`src/sv/hsv_pkg.sv`:
```
// shared types and constants for the hsv to rgb converter
`default_nettype none

package hsv_pkg;

  // input field limits
  localparam logic [12:0] HUE_WRAP    = 13'd5760;
  localparam logic [9:0]  SECTOR_SPAN = 10'd960;
  localparam logic [8:0]  UNIT        = 9'd256;

  // 256 * 960: the full-scale numerator for one channel
  localparam logic [17:0] FULL_K      = 18'd245760;

  // floor(h / 15) == (h * 4370) >> 16 for every h below 3826
  localparam logic [12:0] RECIP15     = 13'd4370;

  // pipeline depth, output register included
  localparam int unsigned NUM_STAGES  = 5;

  // what each channel takes from the sector: v, q, t or p
  typedef logic [1:0] chan_sel_t;
  localparam chan_sel_t SEL_V = 2'd0;  // subtract nothing
  localparam chan_sel_t SEL_Q = 2'd1;  // subtract sat * rem
  localparam chan_sel_t SEL_T = 2'd2;  // subtract sat * (960 - rem)
  localparam chan_sel_t SEL_P = 2'd3;  // subtract sat * 960

  // first stage result
  typedef struct packed {
    chan_sel_t  sel_red;
    chan_sel_t  sel_green;
    chan_sel_t  sel_blue;
    logic [9:0] rem;
    logic [8:0] sat;
    logic [8:0] val;
  } sector_t;

  // load enables for the channel stages
  typedef struct packed {
    logic s2;
    logic s3;
    logic s4;
    logic s5;
  } stage_en_t;

endpackage

`default_nettype wire

```
`src/sv/hsv_sector.sv`:
```
// first stage: clamp inputs, wrap hue, find sector and remainder
`default_nettype none

module hsv_sector import hsv_pkg::*; (
  input  wire logic        clk,
  input  wire logic        en,
  input  wire logic [12:0] hue,
  input  wire logic [8:0]  saturation,
  input  wire logic [8:0]  brightness,
  output sector_t          sec
);

  localparam logic [2:0] SEC0 = 3'd0;
  localparam logic [2:0] SEC1 = 3'd1;
  localparam logic [2:0] SEC2 = 3'd2;
  localparam logic [2:0] SEC3 = 3'd3;
  localparam logic [2:0] SEC4 = 3'd4;
  localparam logic [2:0] SEC5 = 3'd5;

  logic [12:0] hue_w;
  logic [2:0]  sector;
  logic [12:0] base;
  logic [12:0] rem_full;
  sector_t     sec_nxt;
  sector_t     sec_r;

  // hue at or above 360 degrees acts as zero
  assign hue_w = (hue >= HUE_WRAP) ? 13'd0 : hue;

  // sector from parallel compares against multiples of 60 degrees
  always_comb begin
    if (hue_w >= 13'd4800) begin
      sector = SEC5;
    end else if (hue_w >= 13'd3840) begin
      sector = SEC4;
    end else if (hue_w >= 13'd2880) begin
      sector = SEC3;
    end else if (hue_w >= 13'd1920) begin
      sector = SEC2;
    end else if (hue_w >= 13'd960) begin
      sector = SEC1;
    end else begin
      sector = SEC0;
    end
  end

  // sector decode: start of the sector and channel selection
  always_comb begin
    sec_nxt = '0;
    base    = 13'd0;
    unique case (sector)
      SEC0: begin
        base = 13'd0;
        sec_nxt.sel_red = SEL_V; sec_nxt.sel_green = SEL_T; sec_nxt.sel_blue = SEL_P;
      end
      SEC1: begin
        base = 13'd960;
        sec_nxt.sel_red = SEL_Q; sec_nxt.sel_green = SEL_V; sec_nxt.sel_blue = SEL_P;
      end
      SEC2: begin
        base = 13'd1920;
        sec_nxt.sel_red = SEL_P; sec_nxt.sel_green = SEL_V; sec_nxt.sel_blue = SEL_T;
      end
      SEC3: begin
        base = 13'd2880;
        sec_nxt.sel_red = SEL_P; sec_nxt.sel_green = SEL_Q; sec_nxt.sel_blue = SEL_V;
      end
      SEC4: begin
        base = 13'd3840;
        sec_nxt.sel_red = SEL_T; sec_nxt.sel_green = SEL_P; sec_nxt.sel_blue = SEL_V;
      end
      default: begin
        base = 13'd4800;
        sec_nxt.sel_red = SEL_V; sec_nxt.sel_green = SEL_P; sec_nxt.sel_blue = SEL_Q;
      end
    endcase
    rem_full      = hue_w - base;
    sec_nxt.rem   = rem_full[9:0];
    // saturation and value clamp to 1.0
    sec_nxt.sat   = (saturation > UNIT) ? UNIT : saturation;
    sec_nxt.val   = (brightness > UNIT) ? UNIT : brightness;
  end

  // stage register
  always_ff @(posedge clk) begin
    if (en) begin
      sec_r <= sec_nxt;
    end
  end

  assign sec = sec_r;

endmodule

`default_nettype wire

```
`src/sv/hsv_chan.sv`:
```
// one colour channel: weight, scale by value, times 255, divide by 2^21 * 30
`default_nettype none

module hsv_chan import hsv_pkg::*; (
  input  wire logic       clk,
  input  wire stage_en_t  en,
  input  wire chan_sel_t  sel,
  input  wire logic [9:0] rem,
  input  wire logic [8:0] sat,
  input  wire logic [8:0] val,
  output logic      [7:0] chan
);

  logic [9:0]  x;
  logic [17:0] sx;
  logic [17:0] k_nxt;
  logic [17:0] k_r;
  logic [8:0]  val_r;
  logic [26:0] m_full;
  logic [25:0] m_r;
  logic [33:0] n;
  logic [12:0] q_r;
  logic [11:0] h;
  logic [24:0] d_full;
  logic [7:0]  chan_r;

  // stage 2: k = 245760 - sat * x
  always_comb begin
    case (sel)
      SEL_V:   x = 10'd0;
      SEL_Q:   x = rem;
      SEL_T:   x = SECTOR_SPAN - rem;
      default: x = SECTOR_SPAN;
    endcase
    sx    = 18'(sat * x);
    k_nxt = FULL_K - sx;
  end

  always_ff @(posedge clk) begin
    if (en.s2) begin
      k_r   <= k_nxt;
      val_r <= val;
    end
  end

  // stage 3: numerator over 256 * 245760
  assign m_full = val_r * k_r;

  always_ff @(posedge clk) begin
    if (en.s3) begin
      m_r <= m_full[25:0];
    end
  end

  // stage 4: times 255, drop the power-of-two part of the denominator
  assign n = {m_r, 8'd0} - {8'd0, m_r};

  always_ff @(posedge clk) begin
    if (en.s4) begin
      q_r <= n[33:21];
    end
  end

  // stage 5: divide by 30 as a halving and a reciprocal of 15
  assign h      = q_r[12:1];
  assign d_full = h * RECIP15;

  always_ff @(posedge clk) begin
    if (en.s5) begin
      chan_r <= d_full[23:16];
    end
  end

  assign chan = chan_r;

endmodule

`default_nettype wire

```
`src/sv/hsv_to_rgb_converter.sv`:
```
// top level: hsv to rgb converter, five-stage pipeline with stream handshakes
//
//   channel | direction | tdata fields (lowest bit up)
//   in_     | input     | hue[12:0], saturation[21:13], brightness[30:22]
//   out_    | output    | red[7:0], green[15:8], blue[23:16]
//
// one transaction per cycle unless back-pressure on out_tready fills the pipeline
// each result passes through the five register stages: sector, weight, value product,
// times 255, divide by 30 (the last is the output register)
// synchronous active-low reset clears the stage valid bits only
// each stage loads when it is empty or the next stage moves, so bubbles
// close up under back-pressure and nothing is dropped or repeated
`default_nettype none

module hsv_to_rgb_converter import hsv_pkg::*; (
  input  wire logic        clk,
  input  wire logic        rst_n,
  input  wire logic        in_tvalid,
  output logic             in_tready,
  input  wire logic [31:0] in_tdata,   // hue, saturation, brightness, zero pad
  output logic             out_tvalid,
  input  wire logic        out_tready,
  output logic      [23:0] out_tdata   // red, green, blue
);

  logic [NUM_STAGES-1:0] valid_r;
  logic [NUM_STAGES-1:0] valid_nxt;
  logic [NUM_STAGES-1:0] ld;
  stage_en_t             en;
  sector_t               sec;
  logic [7:0]            red;
  logic [7:0]            green;
  logic [7:0]            blue;

  // load enables ripple back from the output
  always_comb begin
    ld[NUM_STAGES-1] = !valid_r[NUM_STAGES-1] || out_tready;
    for (int i = NUM_STAGES - 2; i >= 0; i--) begin
      ld[i] = !valid_r[i] || ld[i+1];
    end
  end

  assign en.s2 = ld[1];
  assign en.s3 = ld[2];
  assign en.s4 = ld[3];
  assign en.s5 = ld[4];

  // valid bits travel with the data
  always_comb begin
    valid_nxt[0] = ld[0] ? in_tvalid : valid_r[0];
    for (int i = 1; i < NUM_STAGES; i++) begin
      valid_nxt[i] = ld[i] ? valid_r[i-1] : valid_r[i];
    end
  end

  always_ff @(posedge clk) begin
    if (!rst_n) begin
      valid_r <= '0;
    end else begin
      valid_r <= valid_nxt;
    end
  end

  // stage 1
  hsv_sector u_sector (
    .clk        (clk),
    .en         (ld[0]),
    .hue        (in_tdata[12:0]),
    .saturation (in_tdata[21:13]),
    .brightness (in_tdata[30:22]),
    .sec        (sec)
  );

  // stages 2 to 5, one lane per channel
  hsv_chan u_red (
    .clk  (clk),
    .en   (en),
    .sel  (sec.sel_red),
    .rem  (sec.rem),
    .sat  (sec.sat),
    .val  (sec.val),
    .chan (red)
  );

  hsv_chan u_green (
    .clk  (clk),
    .en   (en),
    .sel  (sec.sel_green),
    .rem  (sec.rem),
    .sat  (sec.sat),
    .val  (sec.val),
    .chan (green)
  );

  hsv_chan u_blue (
    .clk  (clk),
    .en   (en),
    .sel  (sec.sel_blue),
    .rem  (sec.rem),
    .sat  (sec.sat),
    .val  (sec.val),
    .chan (blue)
  );

  // ports
  assign in_tready  = ld[0];
  assign out_tvalid = valid_r[NUM_STAGES-1];
  assign out_tdata  = {blue, green, red};

endmodule

`default_nettype wire

```
`config.mk`:
```
export PLATFORM = sky130hd
export DESIGN_NAME = hsv_to_rgb_converter
export DESIGN_NICKNAME = d
export VERILOG_FILES = /design/src/sv/hsv_pkg.sv /design/src/sv/hsv_sector.sv /design/src/sv/hsv_chan.sv /design/src/sv/hsv_to_rgb_converter.sv
export SDC_FILE = /design/constraint.sdc
export NUM_CORES = 2
export LEC_CHECK = 0
export BUFFER_PORTS_ARGS = -buffer_cell sky130_fd_sc_hd__buf_2
export CAP_MARGIN = 20
export CORE_MARGIN = 1.5
export CORE_UTILIZATION = 35
export CTS_CLUSTER_DIAMETER = 100
export DETAILED_ROUTE_END_ITERATION = 8
export PLACE_DENSITY = 0.48
export SLEW_MARGIN = 20
export SYNTH_ARGS = -nofsm -noshare
export SYNTH_HDL_FRONTEND = slang
export SYNTH_SLANG_ARGS = --single-unit
export TNS_END_PERCENT = 50
```
`constraint.sdc`:
```
create_clock -name clk -period 7.22 [get_ports clk]
set_clock_uncertainty 0.1 [all_clocks]
set_input_delay 1.444 -clock clk [delete_from_list [all_inputs] [get_ports clk]]
set_output_delay 1.444 -clock clk [all_outputs]
set_load 0.02 [all_outputs]
```
# Word level (Yosys, flattened, before mapping)
# Index checks and enable logic that the tools add are counted.
word_totals:
  regBits: 243
  in_bits: 36
  output_inout_bits: 26
  elab_cells: 84
classes:
  n_addsub: 8
  n_mux: 11
  reduce_logical: 14
  multipliers: 9
  eq_ne: 10
  order_cmp: 8
ops:
  columns: ["operator", "n"]
  rows:
  - ["$sub 34x26->34", 3]
  - ["$pmux 10 s3", 3]
  - ["$mul 9x18->26", 3]
  - ["$mul 12x12->23 const B", 3]
  - ["$mul 9x10->18", 3]
  - ["$sub 18x18->18 const A", 3]
  - ["$pmux 10 s5", 1]
  - ["$pmux 6 s5", 1]
  - ["$ge 13x12->1 const B", 2]
  - ["$ge 13x13->1 const B", 2]
  - ["$gt 9x9->1 const B", 2]
  - ["$ge 13x10->1 const B", 1]
  - ["$ge 13x11->1 const B", 1]
  - ["$mux 13", 1]
  - ["$mux 3", 4]
  - ["$sub 10x10->10", 1]
  - ["$sub 10x10->10 const A", 1]
  - ["$eq 2x1->1 const B", 3]
  - ["$eq 2x2->1 const B", 3]
  - ["$eq 3x2->1 const B", 2]
  - ["$logic_not 2->1", 3]
  - ["$logic_not 1->1", 5]
  - ["$logic_or 1x1->1", 5]
  - ["$eq 3x1->1 const B", 1]
  - ["other kinds (3)", 3]

# Logic depth before layout (Yosys ltp)
logic_depth:
  ltp_word: 11
  depth_mapped: 28
  mapped_depth_nobuf: 27

# By module
# Synthesis repeated with hierarchy kept, for this count alone.
unflattened:
  hier_cells: 3981
  area_unflattened_um2: 38763.4
modules_own_cells:
  columns: ["module", "area_per_inst_um2", "seq_area_each_um2", "n_inst", "cells_each"]
  rows:
  - ["hsv_chan (u_green)", 12484.5, 2192.1, 1, 1306]
  - ["hsv_chan (u_red)", 12231.7, 2192.1, 1, 1276]
  - ["hsv_chan (u_blue)", 12230.5, 2192.1, 1, 1254]
  - ["hsv_sector", 1621.6, 1021.0, 1, 123]
  - ["hsv_to_rgb_converter", 195.2, 100.1, 1, 22]

# Least setup slack after synthesis
# OpenSTA, ideal clock, no wires.
synth_path:
  kind: "register -> register"
  from: "register u_sector.sec_r, in the netlist u_sector.sec[20]"
  to: "register u_red.k_r[15] (data pin)"
  t_arrival_ns: 5.672
  required_ns: 6.859
  path_buffers: 0
  synth_period_minus_slack_ns: 6.033
  setup_ns: 0.261
  stages_incl_launch_ff: 23
  setup_slack_ns: 1.187
  path_cell_list: "edfxtp_1 or3_1 or2_2 o21ai_1 nand2_1 a21oi_1 a21oi_1 and2_1 fa_1 inv_1 fa_1 inv_1 fa_1 inv_1 fa_1 ha_1 ha_1 o21a_1 o31a_1 o31ai_2 o21bai_1 a41o_1 xor2_1"
synth_between:
  elab_chain_cells: 4
synth_rtl:
  columns: ["element", "line", "source"]
  rows:
  - ["start: declaration", "hsv_sector.sv:25", "sector_t sec_r;"]
  - ["start signal: assignment", "hsv_sector.sv:87", "sec_r <= sec_nxt;"]
  - ["$sub 10x10->10", "hsv_chan.sv:32", "SEL_T: x = SECTOR_SPAN - rem;"]
  - ["$pmux 10 s3 *", "hsv_chan.sv:29", "case (sel)"]
  - ["$mul 9x10->18 *", "hsv_chan.sv:35", "sx = 18'(sat * x);"]
  - ["$sub 18x18->18 *", "hsv_chan.sv:36", "k_nxt = FULL_K - sx;"]
  - ["via u_red.k_nxt[15]", "hsv_chan.sv:16", "logic [17:0] k_nxt;"]
  - ["end signal: assignment", "hsv_chan.sv:41", "k_r <= k_nxt;"]
  - ["end: declaration", "hsv_chan.sv:17", "logic [17:0] k_r;"]
# Mark *: on every way through the listed nets, which the timed path passes. The rest lies on a longest branch.
# A chain may end at the register's enable or synchronous reset.

# Final worst setup path
layout_path:
  from: "register u_sector.sec_r, in the netlist u_sector.sec[18]"
  to: "register u_red.k_r[15] (data pin)"
# The elaborated chain is that of the path after synthesis.

==> results.cfg <==
[final_layout]
drive_above_1_share = 0.0492
syn_to_final_growth_pct = 8.25
final_nets = 5029
layout_commonest_cell = inv_1
regArea_mm2 = 0.00716
multi_input_area_mm2 = 0.0274
final_cell_mix = inv_1, ha_1, fa_1
num-fill-cells = 10820

[floorplanning]
rows = 120
die_h_um = 331
dieArea_mm2 = 0.110
core_area_mm2 = 0.107
dieWidth_um = 331
initial_utilization = 0.353
boundaryPins = 62

[routing]
dr.pass1.iters = 5
drtAntennaViolNets = 0
vias_per_cell = 4.76
drc = 0
wl_per_cell_um = 14.7
via_count = 25545
drt-initial-drc-count = 966
routed_wl_um = 79100

[grt]
grt_overflow = 0
antenna_found_initial = 0
grt_pass1_wl_um = 138000
grt_max_degree = 79
track_usage = 0.150
grt_pass1_vias = 27257

[worst_setup_path]
timing.rr.end = u_red.k_r[15]
critPathLaunch = u_sector.sec[18]
cp_max_fo = 9
reg2reg_slack_ps = 490
worstSetupStartpointType = flip-flop
r2r-start = u_sector.sec[18]
path_common_cell = inv_1
crit_required_ps = 7420
reg2reg_depth = 25
worstPathArrival_ps = 6930
path_class = flip-flop to flip-flop
slowest_stage = fa_1
endpoint = u_red.k_r[15]
endpoint_kind = flip-flop
cp_num_cells = 25
critPathTopFamily = adder cells
slowest_delay_ps = 520
path_buf_inv = 6

[sta]
hold_viol_final = 0
finalCriticalPeriod_ps = 6730
fmax_mhz = 149
rsz0062_at_grt = false
drv_slew = 0
slew_headroom = 0.264
setup_tns_ps = 0
worst_pin_slew_ps = 1100
fin_crit_sh = 0.932
finalSetupViolations = 0

[clocking]
cts_sinks = 240
clk_latency_ps = 570
postCtsSetupBuffers = 0
clk_path_buf_depth = 3
clock-root-buffer = clkbuf_16
cts_tree = done
clk_pin_slew_ps = 50
cts_buffers = 35
cts_max_level = 2

[worst_hold_path]
hold_class = flip-flop to flip-flop
holdPathStages = 0

[place]
io_buffers = 60
routabilityCongestion = 0.789
hpwl_um = 63800

[synthesis]
synth_top_cell_by_area = fa_1
synth-edff-count = 235
syn_area_per_cell_um2 = 9.58
ys_ff_latch = 240
synth.net_count = 5025
seq_area_frac_synth = 0.190
synth.distinct_cells = 78
synth_top_area_frac = 0.276
synth_warnings = 0
ys.flop_type = edfxtp_1
syn_inst = 3934
syn_area_mm2 = 0.0377
async_flop_share = 0
yosys-top-cells-area = fa_1, edfxtp_1, ha_1, inv_1, and2_1

[run]
cap_violations = 0

[run_status]
outcome = completed
[logic make-up (layout without fill, tap and decap cells)]
kind of cell / Yosys count / in the layout / synth area share
AND/OR/NAND/NOR: 1224 / 1224 / 0.162
adder cells (fa/ha/maj): 1055 / 1055 / 0.454
buffers and inverters: 841 / 869 / 0.0837
AO/OA/AOI/OAI: 414 / 414 / 0.0735
flip-flops: 240 / 240 / 0.190
XOR/XNOR: 158 / 158 / 0.0367
multiplexers: 2 / 2 / 0.000531
other: 0 / 1 / 0
[registers in the layout, summed over array words and instances, names as in the netlist]
name,cells
u_blue.chan,8
u_blue.k_r,18
u_blue.m_r,26
u_blue.q_r,12
u_green.chan,8
u_green.k_r,18
u_green.m_r,26
u_green.q_r,12
u_red.chan,8
u_red.k_r,18
u_red.m_r,26
u_red.q_r,12
u_red.val_r,9
u_sector.sec,34
valid_r,5
[per-layer routing]
layer	GRT usage	wire length, um	up-vias	part of all wire
met3	0.0167	2050	62	0.026
met4	0.0339	1380	0	0.017
met2	0.238	34100	249	0.43
met1	0.219	41500	12607	0.52
li1	-	-	12627	-
met5	0	0	-	0
[Yosys cell counts, drive strengths merged, types with 51 or more instances]
library cell and instances:
xnor2 133, and2 355, o21ai 85, clkbuf 100, nand2 482, nor2 130
nor2b 51, a21oi 120, inv 704, fa 520, ha 535, edfxtp 235
[area by class of cell]
class,count,area share
flip-flops and latches,240,0.175
multi-input cells,2853,0.672
inverters,704,0.0647
clock buffers,42,0.0226
diodes,1,0.0000613
repair buffers,104,0.0175
clock inverters,19,0.00500
well taps,1403,0.0430
[worst reg2reg max path, cell delays in order (launching register included)]
cell	delay [ps]
edfxtp_1	410
inv_1	150
ha_1	210
inv_1	90
or3_1	420
nor3_1	400
nand2_1	170
a21oi_1	170
a21oi_1	70
buf_4	180
and2_1	180
fa_1	500
inv_1	50
fa_1	490
inv_1	60
fa_1	520
inv_1	40
fa_1	430
ha_1	290
ha_1	310
o21a_1	190
o31a_1	130
o31ai_2	380
o21bai_1	130
a41o_1	260
xor2_1	140
[metrics by stage]
stage / cells / worst slack (ps) / area [um^2] / hold slack (ps) / util
5_1_grt: 5365 / 15.5 / 40800 / 334 / 0.382
6_report: 5366 / 492 / 40800 / 317 / 0.382
3_5_place_dp: 5301 / 471 / 39600 / 306 / 0.371
2_1_floorplan: 3934 / 1190 / 37700 / 300 / -
3_3_place_gp: 5301 / 497 / 39600 / 301 / 0.371
4_1_cts: 5362 / 454 / 40700 / 318 / 0.381
[what timing repair did]
item                       CTS  global route
setup endpoints to repair    0             1
hold buffers                 0             0
resized for setup            0             1
[worst min path at each step]
stage | startpoint | slack, ps | endpoint
6_report | u_sector.sec[8] | 320 | u_red.val_r[8]
5_1_grt | u_sector.sec[8] | 330 | u_red.val_r[8]
4_1_cts | u_sector.sec[8] | 320 | u_red.val_r[8]
3_5_place_dp | u_sector.sec[8] | 310 | u_red.val_r[8]
3_3_place_gp | u_sector.sec[8] | 300 | u_red.val_r[8]
2_1_floorplan | u_sector.sec[0] | 300 | u_red.val_r[0]
Power is left out: the tool's default activity adds up to more than one toggle a clock period on the data nets, which glitch-free logic cannot reach.
